===== config.mk =====
export PLATFORM = sky130hd
export DESIGN_NAME = follower_mission_supervisor
export DESIGN_NICKNAME = d
export VERILOG_FILES = /design/src/rtl/fms_pkg.sv /design/src/rtl/fms_decide.sv /design/src/rtl/follower_mission_supervisor.sv
export SDC_FILE = /design/constraint.sdc
export NUM_CORES = 2
export LEC_CHECK = 0
export BUFFER_PORTS_ARGS = -buffer_cell sky130_fd_sc_hd__buf_2
export CAP_MARGIN = 20
export CORE_ASPECT_RATIO = 0.7
export CORE_MARGIN = 5
export CORE_UTILIZATION = 25
export CTS_BUF_LIST = sky130_fd_sc_hd__clkbuf_8 sky130_fd_sc_hd__clkbuf_16
export CTS_CLUSTER_SIZE = 25
export DETAILED_ROUTE_END_ITERATION = 10
export PLACE_DENSITY = 0.52
export SLEW_MARGIN = 20
export SYNTH_ARGS = -nofsm -noshare
export SYNTH_HDL_FRONTEND = slang
export SYNTH_SLANG_ARGS = --single-unit

===== constraint.sdc =====
create_clock -name clk -period 6.7 [get_ports clk]
set_input_delay 1.005 -clock clk [delete_from_list [all_inputs] [get_ports clk]]
set_output_delay 1.005 -clock clk [all_outputs]
set_load 0.02 [all_outputs]

===== src/rtl/fms_pkg.sv =====
// Shared types, codes and constants of the follower mission supervisor.
// Used by fms_decide and follower_mission_supervisor; depends on nothing else.
package fms_pkg;

  // Stream and configuration widths.
  localparam int S_TDATA_W = 216;
  localparam int M_TDATA_W = 8;
  localparam int CFG_INDEX_W = 8;
  localparam int CFG_DATA_W = 16;

  // Covariance trace above 8.0 in Q8.8 means the estimate is unusable.
  localparam logic [15:0] COV_LIMIT = 16'd2048;

  // Register defaults after reset.
  localparam logic [15:0] RST_LOST_HOLD_MS = 16'd1000;
  localparam logic [15:0] RST_LANDING_ALT_LIMIT = 16'd128;
  localparam logic [15:0] RST_LANDING_VZ_LIMIT = 16'd51;
  localparam logic [14:0] RST_LANDING_HSPEED_LIMIT = 15'd77;
  localparam logic [15:0] RST_LANDING_CONFIRM_MS = 16'd2000;
  localparam logic [14:0] RST_START_SPEED_LIMIT = 15'd128;
  localparam logic [15:0] RST_START_CONFIRM_MS = 16'd1000;
  localparam logic [14:0] RST_HOVER_SPEED_LIMIT = 15'd51;

  typedef enum logic [CFG_INDEX_W-1:0] {
    REG_LOST_HOLD_MS         = 8'd0,
    REG_LANDING_ALT_LIMIT    = 8'd1,
    REG_LANDING_VZ_LIMIT     = 8'd2,
    REG_LANDING_HSPEED_LIMIT = 8'd3,
    REG_LANDING_CONFIRM_MS   = 8'd4,
    REG_START_SPEED_LIMIT    = 8'd5,
    REG_START_CONFIRM_MS     = 8'd6,
    REG_HOVER_SPEED_LIMIT    = 8'd7
  } cfg_reg_t;

  typedef enum logic [2:0] {
    ST_WAIT     = 3'd0,
    ST_READY    = 3'd1,
    ST_FOLLOW   = 3'd2,
    ST_HOVER    = 3'd3,
    ST_LANDCAND = 3'd4,
    ST_LANDED   = 3'd5,
    ST_LOST     = 3'd6,
    ST_FAILSAFE = 3'd7
  } mission_t;

  typedef enum logic [2:0] {
    MODE_HOVER         = 3'd0,
    MODE_FOLLOW        = 3'd1,
    MODE_HOVER_TRACK   = 3'd2,
    MODE_HOVER_CONFIRM = 3'd3,
    MODE_LAND          = 3'd4,
    MODE_HOLD          = 3'd5,
    MODE_FAILSAFE_LAND = 3'd6
  } mode_t;

  // Mission state and timers carried from one update to the next.
  typedef struct packed {
    mission_t    mission;
    logic        seen_once;
    logic [31:0] last_seen_time;
    logic        start_pending;
    logic [31:0] start_time;
    logic        landing_pending;
    logic [31:0] landing_time;
    logic        followed_once;
  } fms_state_t;

  // Thresholds as the decision logic uses them; speed limits are squared.
  typedef struct packed {
    logic [15:0]        lost_hold_ms;
    logic signed [15:0] landing_alt_limit;
    logic signed [15:0] landing_vz_limit;
    logic [29:0]        landing_hs_sq;
    logic [15:0]        landing_confirm_ms;
    logic [29:0]        start_sq;
    logic [15:0]        start_confirm_ms;
    logic [29:0]        hover_sq;
  } fms_cfg_t;

  // One update after the squaring stage.
  typedef struct packed {
    logic [31:0]        now_ms;
    logic               sighted;
    logic               alt_valid;
    logic signed [15:0] altitude;
    logic               cov_over;
    logic signed [15:0] vz;
    logic [31:0]        sq_x;
    logic [31:0]        sq_y;
  } fms_item_t;

  // Control policy that belongs to each mission state.
  function automatic mode_t mode_of(mission_t s);
    mode_t m;
    case (s)
      ST_WAIT:     m = MODE_HOVER;
      ST_READY:    m = MODE_HOVER;
      ST_FOLLOW:   m = MODE_FOLLOW;
      ST_HOVER:    m = MODE_HOVER_TRACK;
      ST_LANDCAND: m = MODE_HOVER_CONFIRM;
      ST_LANDED:   m = MODE_LAND;
      ST_LOST:     m = MODE_HOLD;
      ST_FAILSAFE: m = MODE_FAILSAFE_LAND;
      default:     m = MODE_HOVER;
    endcase
    return m;
  endfunction

endpackage


===== src/rtl/fms_decide.sv =====
// Next-state rules of the mission supervisor for one sensor update.
// Depends on fms_pkg for the state, threshold and item types.
module fms_decide (
  input  fms_pkg::fms_item_t  item,
  input  fms_pkg::fms_state_t cur,
  input  fms_pkg::fms_cfg_t   cfg,
  output fms_pkg::fms_state_t nxt
);
  import fms_pkg::*;

  logic [31:0] hs2;
  logic [31:0] unseen_ms;
  logic [31:0] landing_ms;
  logic [31:0] start_ms;
  logic        land_suspect;
  logic        start_cue;
  logic        hovering;
  mission_t    target;

  // Squared horizontal speed and the elapsed times, with wrapping subtraction.
  assign hs2 = item.sq_x + item.sq_y;
  assign unseen_ms = item.now_ms - cur.last_seen_time;
  assign landing_ms = cur.landing_pending ? (item.now_ms - cur.landing_time) : 32'd0;
  assign start_ms = cur.start_pending ? (item.now_ms - cur.start_time) : 32'd0;

  assign land_suspect = item.alt_valid &&
                        ($signed(item.altitude) < $signed(cfg.landing_alt_limit)) &&
                        ($signed(item.vz) < $signed(cfg.landing_vz_limit)) &&
                        (hs2 < {2'b00, cfg.landing_hs_sq});
  assign start_cue = hs2 > {2'b00, cfg.start_sq};
  assign hovering = hs2 < {2'b00, cfg.hover_sq};

  // Rules in priority order: visibility, covariance, landing, start, hover.
  always_comb begin
    nxt = cur;
    target = cur.mission;
    if (!item.sighted) begin
      nxt.start_pending = 1'b0;
      nxt.landing_pending = 1'b0;
      if (!cur.seen_once) begin
        target = ST_WAIT;
      end else if (unseen_ms < {16'd0, cfg.lost_hold_ms}) begin
        target = ST_LOST;
      end else begin
        target = ST_FAILSAFE;
      end
    end else begin
      nxt.seen_once = 1'b1;
      nxt.last_seen_time = item.now_ms;
      if (item.cov_over) begin
        nxt.start_pending = 1'b0;
        nxt.landing_pending = 1'b0;
        target = ST_LOST;
      end else if (land_suspect) begin
        if (!cur.landing_pending) begin
          nxt.landing_pending = 1'b1;
          nxt.landing_time = item.now_ms;
        end
        target = (landing_ms >= {16'd0, cfg.landing_confirm_ms}) ? ST_LANDED : ST_LANDCAND;
      end else begin
        nxt.landing_pending = 1'b0;
        if (cur.mission == ST_WAIT || cur.mission == ST_READY) begin
          if (!start_cue) begin
            nxt.start_pending = 1'b0;
            target = ST_READY;
          end else begin
            if (!cur.start_pending) begin
              nxt.start_pending = 1'b1;
              nxt.start_time = item.now_ms;
            end
            target = (start_ms >= {16'd0, cfg.start_confirm_ms}) ? ST_FOLLOW : ST_READY;
          end
        end else if (cur.mission == ST_FOLLOW) begin
          target = hovering ? ST_HOVER : ST_FOLLOW;
        end else if (cur.mission == ST_HOVER) begin
          target = start_cue ? ST_FOLLOW : ST_HOVER;
        end else if (cur.followed_once &&
                     (cur.mission == ST_LOST || cur.mission == ST_LANDCAND)) begin
          target = start_cue ? ST_FOLLOW : ST_HOVER;
        end else begin
          target = ST_READY;
        end
      end
    end
    nxt.mission = target;
    if (target == ST_FOLLOW) begin
      nxt.followed_once = 1'b1;
    end
  end

endmodule


===== src/rtl/follower_mission_supervisor.sv =====
// Top level of the follower mission supervisor: streams, registers, pipeline.
// Depends on fms_pkg and fms_decide.
//
//  channel   direction  handshake                    contents
//  s_axis    in         s_axis_tvalid/s_axis_tready  one sensor update per request
//  m_axis    out        m_axis_tvalid/m_axis_tready  mission state and policy
//  cfg       in         cfg_valid/cfg_ready          register index and value
//
// One update per cycle is accepted while a stage is free; each result passes through
// the input register, the squaring stage, then the decision into the result register.
// The mission state updates as an update enters the result register.
// Reset is synchronous; no request is taken during it, and the pipeline empties.
// A stalled output holds its result; each stage keeps taking requests while
// a stage behind it is empty, so up to three updates are held in flight.
module follower_mission_supervisor (
  input  logic                               clk,
  input  logic                               rst,
  input  logic                               s_axis_tvalid,
  output logic                               s_axis_tready,
  // now_ms[31:0], sighted[32], alt_valid[33], altitude[49:34],
  // cov_trace[65:50], world_valid[66], world_velocity[114:67], body_valid[115],
  // body_velocity[163:116], rel_valid[164], rel_velocity[212:165], zero fill
  input  logic [fms_pkg::S_TDATA_W-1:0]      s_axis_tdata,
  output logic                               m_axis_tvalid,
  input  logic                               m_axis_tready,
  // mission_state[2:0], control_mode[5:3], track_leader[6], commit_landing[7]
  output logic [fms_pkg::M_TDATA_W-1:0]      m_axis_tdata,
  input  logic                               cfg_valid,
  output logic                               cfg_ready,
  input  logic [fms_pkg::CFG_INDEX_W-1:0]    cfg_index,
  input  logic [fms_pkg::CFG_DATA_W-1:0]     cfg_data
);
  import fms_pkg::*;

  // Configuration registers.
  logic [15:0] lost_hold_ms;
  logic [15:0] landing_alt_limit;
  logic [15:0] landing_vz_limit;
  logic [14:0] landing_hspeed_limit;
  logic [15:0] landing_confirm_ms;
  logic [14:0] start_speed_limit;
  logic [15:0] start_confirm_ms;
  logic [14:0] hover_speed_limit;
  logic [29:0] landing_hs_sq;
  logic [29:0] start_sq;
  logic [29:0] hover_sq;
  fms_cfg_t    cfg;

  // Pipeline stages.
  logic               v1;
  logic               v2;
  logic               r1;
  logic               r2;
  logic               o_ready;
  logic               advance;
  logic [31:0]        s1_now;
  logic               s1_visible;
  logic               s1_alt_valid;
  logic signed [15:0] s1_alt;
  logic               s1_cov_over;
  logic signed [15:0] s1_vx;
  logic signed [15:0] s1_vy;
  logic signed [15:0] s1_vz;
  fms_item_t          s2;
  logic [47:0]        vel_sel;
  logic               vel_ok;

  fms_state_t st;
  fms_state_t st_next;
  mode_t      mode_next;

  assign cfg_ready = !rst;

  // Register writes; unknown indexes are dropped.
  always_ff @(posedge clk) begin
    if (rst) begin
      lost_hold_ms <= RST_LOST_HOLD_MS;
      landing_alt_limit <= RST_LANDING_ALT_LIMIT;
      landing_vz_limit <= RST_LANDING_VZ_LIMIT;
      landing_hspeed_limit <= RST_LANDING_HSPEED_LIMIT;
      landing_confirm_ms <= RST_LANDING_CONFIRM_MS;
      start_speed_limit <= RST_START_SPEED_LIMIT;
      start_confirm_ms <= RST_START_CONFIRM_MS;
      hover_speed_limit <= RST_HOVER_SPEED_LIMIT;
    end else if (cfg_valid && cfg_ready) begin
      case (cfg_index)
        REG_LOST_HOLD_MS:         lost_hold_ms <= cfg_data;
        REG_LANDING_ALT_LIMIT:    landing_alt_limit <= cfg_data;
        REG_LANDING_VZ_LIMIT:     landing_vz_limit <= cfg_data;
        REG_LANDING_HSPEED_LIMIT: landing_hspeed_limit <= cfg_data[14:0];
        REG_LANDING_CONFIRM_MS:   landing_confirm_ms <= cfg_data;
        REG_START_SPEED_LIMIT:    start_speed_limit <= cfg_data[14:0];
        REG_START_CONFIRM_MS:     start_confirm_ms <= cfg_data;
        REG_HOVER_SPEED_LIMIT:    hover_speed_limit <= cfg_data[14:0];
        default: ;
      endcase
    end
  end

  // Squared speed limits, refreshed every cycle from the registers.
  always_ff @(posedge clk) begin
    landing_hs_sq <= 30'(landing_hspeed_limit) * 30'(landing_hspeed_limit);
    start_sq <= 30'(start_speed_limit) * 30'(start_speed_limit);
    hover_sq <= 30'(hover_speed_limit) * 30'(hover_speed_limit);
  end

  always_comb begin
    cfg.lost_hold_ms = lost_hold_ms;
    cfg.landing_alt_limit = landing_alt_limit;
    cfg.landing_vz_limit = landing_vz_limit;
    cfg.landing_hs_sq = landing_hs_sq;
    cfg.landing_confirm_ms = landing_confirm_ms;
    cfg.start_sq = start_sq;
    cfg.start_confirm_ms = start_confirm_ms;
    cfg.hover_sq = hover_sq;
  end

  // Stage handshakes: each stage loads when it is empty or moves on.
  assign o_ready = !m_axis_tvalid || m_axis_tready;
  assign r2 = !v2 || o_ready;
  assign r1 = !v1 || r2;
  assign s_axis_tready = r1 && !rst;
  assign advance = v2 && o_ready;

  always_ff @(posedge clk) begin
    if (rst) begin
      v1 <= 1'b0;
      v2 <= 1'b0;
      m_axis_tvalid <= 1'b0;
    end else begin
      if (r1) begin
        v1 <= s_axis_tvalid;
      end
      if (r2) begin
        v2 <= v1;
      end
      if (o_ready) begin
        m_axis_tvalid <= v2;
      end
    end
  end

  // First velocity present, in the order world, body, relative.
  always_comb begin
    vel_ok = 1'b1;
    if (s_axis_tdata[66]) begin
      vel_sel = s_axis_tdata[114:67];
    end else if (s_axis_tdata[115]) begin
      vel_sel = s_axis_tdata[163:116];
    end else if (s_axis_tdata[164]) begin
      vel_sel = s_axis_tdata[212:165];
    end else begin
      vel_sel = 48'd0;
      vel_ok = 1'b0;
    end
  end

  // Input register.
  always_ff @(posedge clk) begin
    if (r1) begin
      s1_now <= s_axis_tdata[31:0];
      s1_visible <= s_axis_tdata[32];
      s1_alt_valid <= s_axis_tdata[33];
      s1_alt <= s_axis_tdata[49:34];
      s1_cov_over <= s_axis_tdata[65:50] > COV_LIMIT;
      s1_vx <= vel_ok ? vel_sel[15:0] : 16'sd0;
      s1_vy <= vel_ok ? vel_sel[31:16] : 16'sd0;
      s1_vz <= vel_ok ? vel_sel[47:32] : 16'sd0;
    end
  end

  // Squaring stage; the full 32-bit square of each signed component is kept.
  always_ff @(posedge clk) begin
    if (r2) begin
      s2.now_ms <= s1_now;
      s2.sighted <= s1_visible;
      s2.alt_valid <= s1_alt_valid;
      s2.altitude <= s1_alt;
      s2.cov_over <= s1_cov_over;
      s2.vz <= s1_vz;
      s2.sq_x <= 32'(s1_vx) * 32'(s1_vx);
      s2.sq_y <= 32'(s1_vy) * 32'(s1_vy);
    end
  end

  fms_decide u_decide (
    .item (s2),
    .cur  (st),
    .cfg  (cfg),
    .nxt  (st_next)
  );

  assign mode_next = mode_of(st_next.mission);

  // Mission state, updated once per update that enters the result register.
  always_ff @(posedge clk) begin
    if (rst) begin
      st <= '0;
    end else if (advance) begin
      st <= st_next;
    end
  end

  // Result register.
  always_ff @(posedge clk) begin
    if (advance) begin
      m_axis_tdata <= {
        (st_next.mission == ST_LANDED) || (st_next.mission == ST_FAILSAFE),
        (st_next.mission == ST_FOLLOW) || (st_next.mission == ST_HOVER),
        mode_next,
        st_next.mission
      };
    end
  end

  // The input side only stalls when all three stages hold an update.
  a_full_stall: assert property (@(posedge clk) disable iff (rst)
    !s_axis_tready |-> (v1 && v2 && m_axis_tvalid))
    else $error("input stalled with a free stage");

  // An update leaving the squaring stage shows up as a result.
  a_result_follows: assert property (@(posedge clk) disable iff (rst)
    advance |=> m_axis_tvalid)
    else $error("update lost between decision and result");

  // Without any sighting so far, a hidden leader keeps the block waiting.
  a_wait_unseen: assert property (@(posedge clk) disable iff (rst)
    (advance && !s2.sighted && !st.seen_once) |=>
      (m_axis_tdata[2:0] == ST_WAIT))
    else $error("left wait before the leader was seen");

  // Following implies the has-followed flag is set, and it never clears.
  a_follow_flag: assert property (@(posedge clk) disable iff (rst)
    (st.mission == ST_FOLLOW) |-> st.followed_once)
    else $error("follow state without has-followed flag");

  a_flag_sticky: assert property (@(posedge clk) disable iff (rst)
    st.followed_once |=> st.followed_once)
    else $error("has-followed flag cleared");

endmodule


==> results.json <==
{
  "outcome": "finished, final reports clean",
  "seq_area_frac_synth_pct": 20.9,
  "syn_avg_cell_area_um2": 9.33,
  "worstSkewPairLatency_ns": 0.71,
  "vias": 47600,
  "synthArstFlopShare_pct": 0,
  "worstSetupEndpointType": "flop",
  "reg2reg_to": "s2[62]",
  "die_w_um": 617,
  "ant_nets": 0,
  "worstPathMaxFanout": 8,
  "die_h_um": 435,
  "antenna_found_initial": 16,
  "drtIter0Drc": 3134,
  "top_usage_layer": "met2",
  "final_cell_mix": "inv_1 (1452), fa_1 (893), ha_1 (721)",
  "pre_cts_ws_ns": -0.171,
  "power_uw": 29900,
  "grtUsageMet1_pct": 19.0,
  "initial_utilization_pct": 25.0,
  "use_met2_pct": 21.0,
  "dr.pass1.iters": 5,
  "cts_hold_buf": 0,
  "relSlewSlack_pct": 27.2,
  "cts_tree": "done",
  "hold_viol": 0,
  "r2r-start": "s1_vx[10]",
  "h-tree-depth": 3,
  "rr_worst_depth": 21,
  "synth_area_leaders": "fa_1 (28%), ha_1 (14%), edfxtp_1 (11%), dfxtp_1 (9.9%), inv_1 (8.5%)",
  "die-area_um2": 268000,
  "maxCapViolations": 0,
  "arrival_ns": 6.93,
  "rows": 156,
  "synthesis.area_um2": 64400,
  "grt_max_degree": 97,
  "wl_per_cell_um": 16.6,
  "grt_pass1_wl_um": 284000,
  "synth_top_cell_by_area": "fa_1",
  "clkSinkCount": 554,
  "synth_enable_flop_cells": 236,
  "start_kind": "flop",
  "setup_viol": 0,
  "ys_ff_latch": 554,
  "ff2ff_setup_slack_ns": 0.19,
  "use_met3_pct": 2.31,
  "rsz0062_at_grt": "true",
  "path_class": "flop to flop",
  "ys_types": 91,
  "clock-skew-final_ns": 0.0737,
  "synth_cells": 6908,
  "yosys_warnings": 0,
  "fillCellCount": 27100,
  "leakage_uw": 0.0355,
  "power_density_nw_per_um2": 399,
  "fmax_mhz": 154,
  "pin_count": 256,
  "synth_nets": 8772,
  "io_buffers": 252,
  "layout_commonest_cell": "inv_1",
  "vias_per_cell": 4.39,
  "clkTransAtPathRegs_ns": 0.06,
  "vdd_ir_drop_max_v": 0.000570,
  "synth_top_area_share_pct": 27.8,
  "cts_root_buffer": "clkbuf_16",
  "hold-path-cell-count": 0,
  "layout.nets": 9248,
  "synth_flop_cell": "dfxtp_1",
  "min_period_ns": 6.51,
  "fp.coreArea_um2": 257000,
  "grt_pass1_vias": 49500,
  "area.growth.synth_to_final_pct": 16.3,
  "hpwl_um": 148000,
  "numCtsBuffers": 73,
  "clockBufferDepth": 3,
  "worst_slew_pin_slew_ns": 1.08,
  "worstHoldStart": "s1_vz[6]",
  "track_usage_pct": 13.5,
  "globalplace.congestion": 0.857,
  "wl_um": 180000,
  "maxSlewViolCount": 0,
  "hold_class": "flop to flop",
  "route.detailed.drc": 0,
  "worst_slack_ns": 0.195,
  "drive_above_1_share_pct": 11.5,
  "tns_ns": 0,
  "overflow": 0,
  "cp.required_ns": 7.12,
  "hold_end": "s2[70]",
  "finalCritPeriodShare_pct": 97.1
}
-- cells by family after synthesis --
group,synth area share [%]
XOR/XNOR,3.21
adder cells (fa/ha/maj),41.9
buffers and inverters,9.73
AND/OR/NAND/NOR,12.7
AO/OA/AOI/OAI,10.2
flip-flops,20.9
multiplexers,1.48
-- worst max path at each step --
stage                    startpoint      endpoint  slack, ns
4_1_cts                    s1_vy[3]        s2[25]      0.002
2_1_floorplan  start_speed_limit[8]  start_sq[28]       0.03
3_5_place_dp   start_speed_limit[1]  start_sq[28]      -0.17
5_1_grt        hover_speed_limit[8]  hover_sq[28]      -0.06
6_report                  s1_vx[10]        s2[62]       0.19
3_3_place_gp   start_speed_limit[1]  start_sq[28]      -0.17
-- synthesized netlist by cell type (all sizes together) (8+ instances only) --
library cell	instances
and2	306
clkbuf	192
o21ai	185
a21o	120
mux2	8
ha	724
dfxtp	318
o21bai	38
inv	1454
nor4	17
nor3	68
nand4	43
nor2b	57
buf	14
a21boi	16
a211o	8
xnor2	167
o41ai	8
or4	8
a221oi	9
a31oi	25
nand2b	55
nand3	50
xor2	69
o21a	43
nand2	673
o2111ai	10
fa	895
and3	29
or3	23
or2	20
a2111oi	11
o211ai	44
o31ai	14
edfxtp	236
nor2	335
nor3b	9
mux2i	86
a22oi	48
a211oi	28
a21oi	352
-- power breakdown --
part | total, uW | internal [uW] | switching [uW]
Clock | 4250 | 2480 | 1770
Combinational | 20900 | 9390 | 11500
Sequential | 4710 | 4550 | 161
-- sequential cells by signal, summed over array words and instances, names as in the netlist, 8 cells and up --
register / cells
st: 103
start_confirm_ms: 16
s1_now: 32
start_sq: 29
landing_vz_limit: 16
landing_hs_sq: 29
s1_alt: 16
s1_vx: 16
s1_vy: 16
start_speed_limit: 15
s1_vz: 16
lost_hold_ms: 16
hover_sq: 29
hover_speed_limit: 15
landing_confirm_ms: 16
landing_alt_limit: 16
landing_hspeed_limit: 15
s2: 129
m_axis_tdata: 8
-- cell type report --
type / count / area [um2] / area share [%]
well taps: 3397 / 4250 / 5.67
inverters: 1454 / 5470 / 7.30
clock inverters: 53 / 678 / 0.905
flip-flops and latches: 554 / 13500 / 18.0
multi-input cells: 4694 / 45100 / 60.2
clock buffers: 80 / 1930 / 2.58
diodes: 5 / 12.5 / 0.0167
repair buffers: 607 / 4020 / 5.37
-- layer usage --
layer | wire (um) | up-vias
met3 | 9510 | 182
met5 | 14 | -
met4 | 5990 | 2
li1 | - | 23000
met2 | 80200 | 898
met1 | 84800 | 23500
-- what timing repair did --
item	in CTS	in global routing
setup buffers	4	20
gates resized for setup	12	89
pin swaps	1	32
endpoints found under the setup margin	6	31
-- per-stage QoR --
stage | std cells | instance area, um2 | util [%] | hold WS [ns]
detailed placement | 10700 | 71800 | 27.9 | 0.405
global placement | 10700 | 71800 | 27.9 | 0.405
CTS | 10800 | 74500 | 29.0 | 0.379
floorplan | 6908 | 64400 | - | 0.389
global route | 10800 | 75000 | 29.1 | 0.416
finish | 10800 | 75000 | 29.1 | 0.402
-- worst max-delay path, stage by stage, from the launching register on --
cell	delay (ns)
edfxtp_1	0.55
buf_6	0.21
clkinvlp_4	0.20
buf_4	0.19
nor2_1	0.31
fa_1	0.49
inv_1	0.09
fa_1	0.41
fa_1	0.46
fa_1	0.52
fa_1	0.43
fa_1	0.49
inv_1	0.04
ha_1	0.32
nand4_1	0.11
nor2_1	0.30
nand2_1	0.14
nor3_2	0.43
or4_4	0.22
a31o_2	0.16
a21oi_2	0.06
xnor2_1	0.12
No activity file was read; power rests on OpenSTA's default activity.
